[config.mk]
export PLATFORM = sky130hd
export DESIGN_NAME = gqg_ram
export DESIGN_NICKNAME = d
export VERILOG_FILES = /design/src/rtl/core/gqg_ram.sv
export SDC_FILE = /design/constraint.sdc
export NUM_CORES = 2
export LEC_CHECK = 0
export BUFFER_PORTS_ARGS = -buffer_cell sky130_fd_sc_hd__buf_2
export CORE_MARGIN = 2
export CORE_UTILIZATION = 60
export CTS_BUF_LIST = sky130_fd_sc_hd__clkbuf_4 sky130_fd_sc_hd__clkbuf_8
export DETAILED_ROUTE_END_ITERATION = 8
export PLACE_DENSITY = 0.76
export SKIP_CTS_REPAIR_TIMING = 1
export SKIP_LAST_GASP = 1
export SLEW_MARGIN = 20
export SYNTH_ARGS = -nofsm -noshare
export SYNTH_HDL_FRONTEND = slang
export SYNTH_SLANG_ARGS = --single-unit
[constraint.sdc]
create_clock -name i_clk -period 2.5 [get_ports i_clk]
set_input_delay 0.25 -clock i_clk [delete_from_list [all_inputs] [get_ports i_clk]]
set_output_delay 0.25 -clock i_clk [all_outputs]
set_load 0.01 [all_outputs]
[src/rtl/core/gqg_ram.sv]
module gqg_ram #(
    parameter int WIDTH = 8,
    parameter int DEPTH = 256
) (
    input  logic                     i_clk,
    input  logic                     i_we,
    input  logic [$clog2(DEPTH)-1:0] i_waddr,
    input  logic [WIDTH-1:0]         i_wdata,
    input  logic [$clog2(DEPTH)-1:0] i_raddr,
    output logic [WIDTH-1:0]         o_rdata
);

    logic [WIDTH-1:0] r_mem [DEPTH];
    logic [WIDTH-1:0] r_rdata;

    // One write port and one registered read port.
    always_ff @(posedge i_clk) begin
        if (i_we) begin
            r_mem[i_waddr] <= i_wdata;
        end
        r_rdata <= r_mem[i_raddr];
    end

    assign o_rdata = r_rdata;

endmodule

==> qor.txt <==
Syn Area/Cell - 21.31 sq um
Required @ worst endpoint - 3.42 ns
Final WS setup - -0.1335 ns
Rows - 133
First-pass GRT wire length - 283.1 mm
CP Launch Type - flip-flop
Cell Pwr Density - 746.9 nW/um^2
Wire per inst - 29.91 um
Yosys cell types - 55
#FFs+latches synth - 2056
Synth Area in Compound Gates - 3.419%
Initial antenna violation count - 8
Mapped cell area - 79560 sq um
Gp weighted congestion - 0.9350
RSZ-0062 raised after global routing - true
H-Tree Depth - 5
Crit-path cells - mux4_2 > mux4_2 > nor2b_1 > nor4_2 > buf_4 > nor4_2
Final min period - 2.634 ns
Sequential cell area fraction in the yosys report - 77.50%
Metal-1 WL - 71.88 mm
Cells after synthesis - 3733
CP max FO - 1
Setup Skew - 0.08099 ns
Placed Instance Area - 86530 sq um
Peak supply drop - 656.6 uV
Post-Synth Adder-Cell Area - 0%
Die outline area - 135500 sq um
Outcome - complete, but fails checks
Design Area, Final - 92850 sq um
Clk slew on worst S/H paths - 0.06 ns
Die Height - 368.1 um
Die X - 368.1 um
Fin. Hold Viols - 0
Overall Global Routing Usage - 29.07%
Port Buf Inserts - 33
Vias - 42.56k
Most frequent cells in the layout - 2048 x edfxtp_1, 590 x buf_4, 454 x mux4_2
Setup violations, final - 1
Root buffer cell - clkbuf_8
Core footprint - 131500 sq um
# nets final - 4567
Slew @ Worst Pin - 0.9456 ns
Hpwl dp - 125.8 mm
Worst Setup End Kind - flip-flop
DP Worst Slack - -0.8792 ns
Reg area - 61660 sq um
Top_reg_cell synth - edfxtp_1
Antenna viol nets, final - 0
Synth Area in XOR/XNOR - 0%
WL met2 - 92.44 mm
Drt drc - 0
Area of the multi-input gates - 16520 sq um
Largest net degree at the start of global routing - 113
Leak - 30.44 nW
Clk_lat worst skew - 1.02 ns
DRT Pass-1 Iters - 5
Mux share of post-synthesis cell area - 14.62%
Total CTS buffers - 328
Power consumption - 0.06935 W
Hold_ws - 0.03613 ns
Slowest CP cell - nor4_2
Ys Warns - 0
Worst EP arrival - 3.55 ns
Area Overhead vs Synth - 16.71%
Share of layout cells above drive strength 1 - 34.93%
Simple-Gate Fraction of Synth Area - 2.628%
Largest family of logic cells by synthesized area - multiplexers
Worst min-delay path class - primary input to flip-flop
Met3 wire len - 22.88 mm
Clk buf depth - 4
Setup TNS - -0.1335 ns
Highest routed layer - met5
TritonCTS clock tree - built
CTS sink count - 2056
Final worst path period share - 105.3%
Total gr overflow - 0
Number of flops mapped to enable cells by yosys - 2048
Layout fillers - 7538
Slew headroom - 36.96%
Failing checks - negative setup slack
FFs w/ async S/R, synth - 0%
DR vias/cell - 6.521
Vias in the first global route - 42.56k
Achievable clock frequency - 379.7 MHz
Kind of critical path - flip-flop to flip-flop
I/O pin count - 34
Starting Density - 60.52%
Drt total wl - 195.2 mm
Max Cap Violations - 0
Critical Path Max Stage Delay - 0.67 ns
Commonest non-fill, non-tap cell in the layout - edfxtp_1
Final Max Slew Viols - 0
Synthesized Nets - 3759
Starting DRT DRC Count - 6146
cell families after synthesis:
group	Yosys count
AND/OR/NAND/NOR	466
AO/OA/AOI/OAI	385
flip-flops	2056
buffers and inverters	235
multiplexers	591
critical path: cells and delay by family, from the launching register on:
kind / cells / cell delay [ns]
multiplexers: 2 / 1.00
flip-flops: 1 / 0.36
AND/OR/NAND/NOR: 3 / 0.96
buffers and inverters: 1 / 0.23
Yosys cell counts, drive strengths merged (2+ instances only):
cell / n / share of area (%)
nand2b: 8 / 0.063
a311oi: 2 / 0.022
a22o: 8 / 0.088
clkbuf: 111 / 0.52
a22oi: 133 / 1.3
o32ai: 5 / 0.064
o221ai: 47 / 0.53
o22a: 5 / 0.055
a211oi: 16 / 0.15
nor2b: 31 / 0.24
and3b: 2 / 0.022
a221oi: 14 / 0.16
nand2: 33 / 0.16
nor3: 22 / 0.14
nor2: 282 / 1.3
dfxtp: 8 / 0.20
mux2i: 134 / 1.7
buf: 122 / 1.3
nor4: 27 / 0.24
nand4: 10 / 0.079
edfxtp: 2048 / 77
and2: 6 / 0.047
a21oi: 96 / 0.60
o211ai: 10 / 0.094
nand3: 34 / 0.21
nand3b: 2 / 0.019
o21ai: 12 / 0.075
a2111oi: 5 / 0.066
mux4: 456 / 13
or2: 4 / 0.031
o22ai: 28 / 0.22
a31oi: 2 / 0.016
sequential cells by signal, summed over array words and instances, names as in the netlist:
signal   cells
o_rdata      8
r_mem     2048
routing by layer:
layer | global-route usage [%] | up-vias
met3 | 7.082 | 475
li1 | - | 17340
met5 | 0 | -
met2 | 44.61 | 2873
met1 | 40.89 | 21870
met4 | 11.75 | 8
metrics by stage:
| step | cells | utilization (%) |
|---|---|---|
| finish | 6527 | 70.63 |
| global route | 6526 | 70.63 |
| CTS | 6507 | 70.49 |
| detailed placement | 5952 | 65.82 |
| global placement | 5952 | 65.82 |
| floorplan | 3733 | - |
power breakdown:
group	total (W)	internal, W	leakage (nW)	switching, W
clock	0.0273	0.0148	3.25	0.0125
sequential	0.0381	0.0380	18.5	0.0000824
combinational	0.00393	0.00160	8.72	0.00233
layout make-up:
type,instances,area share (%)
diodes,6,0.01617
clock buffers,437,5.777
clock inverters,118,0.8314
inverters,2,0.008085
multi-input cells,1442,17.79
flip-flops and latches,2056,66.40
well taps,1755,2.365
repair buffers,711,6.809
final timing paths:
check                         startpoint                      end  slack, ns  cells past startpoint
setup / recovery  r_mem[67][0]$_DFFE_PP_       o_rdata[0]$_DFF_P_      -0.13                      6
hold / removal                      i_we  r_mem[221][2]$_DFFE_PP_       0.04                      4
setup reg to reg  r_mem[67][0]$_DFFE_PP_       o_rdata[0]$_DFF_P_      -0.13                      6
hold reg to reg   r_mem[52][3]$_DFFE_PP_       o_rdata[3]$_DFF_P_       1.11                      6
(Power assumes the default switching activity.)
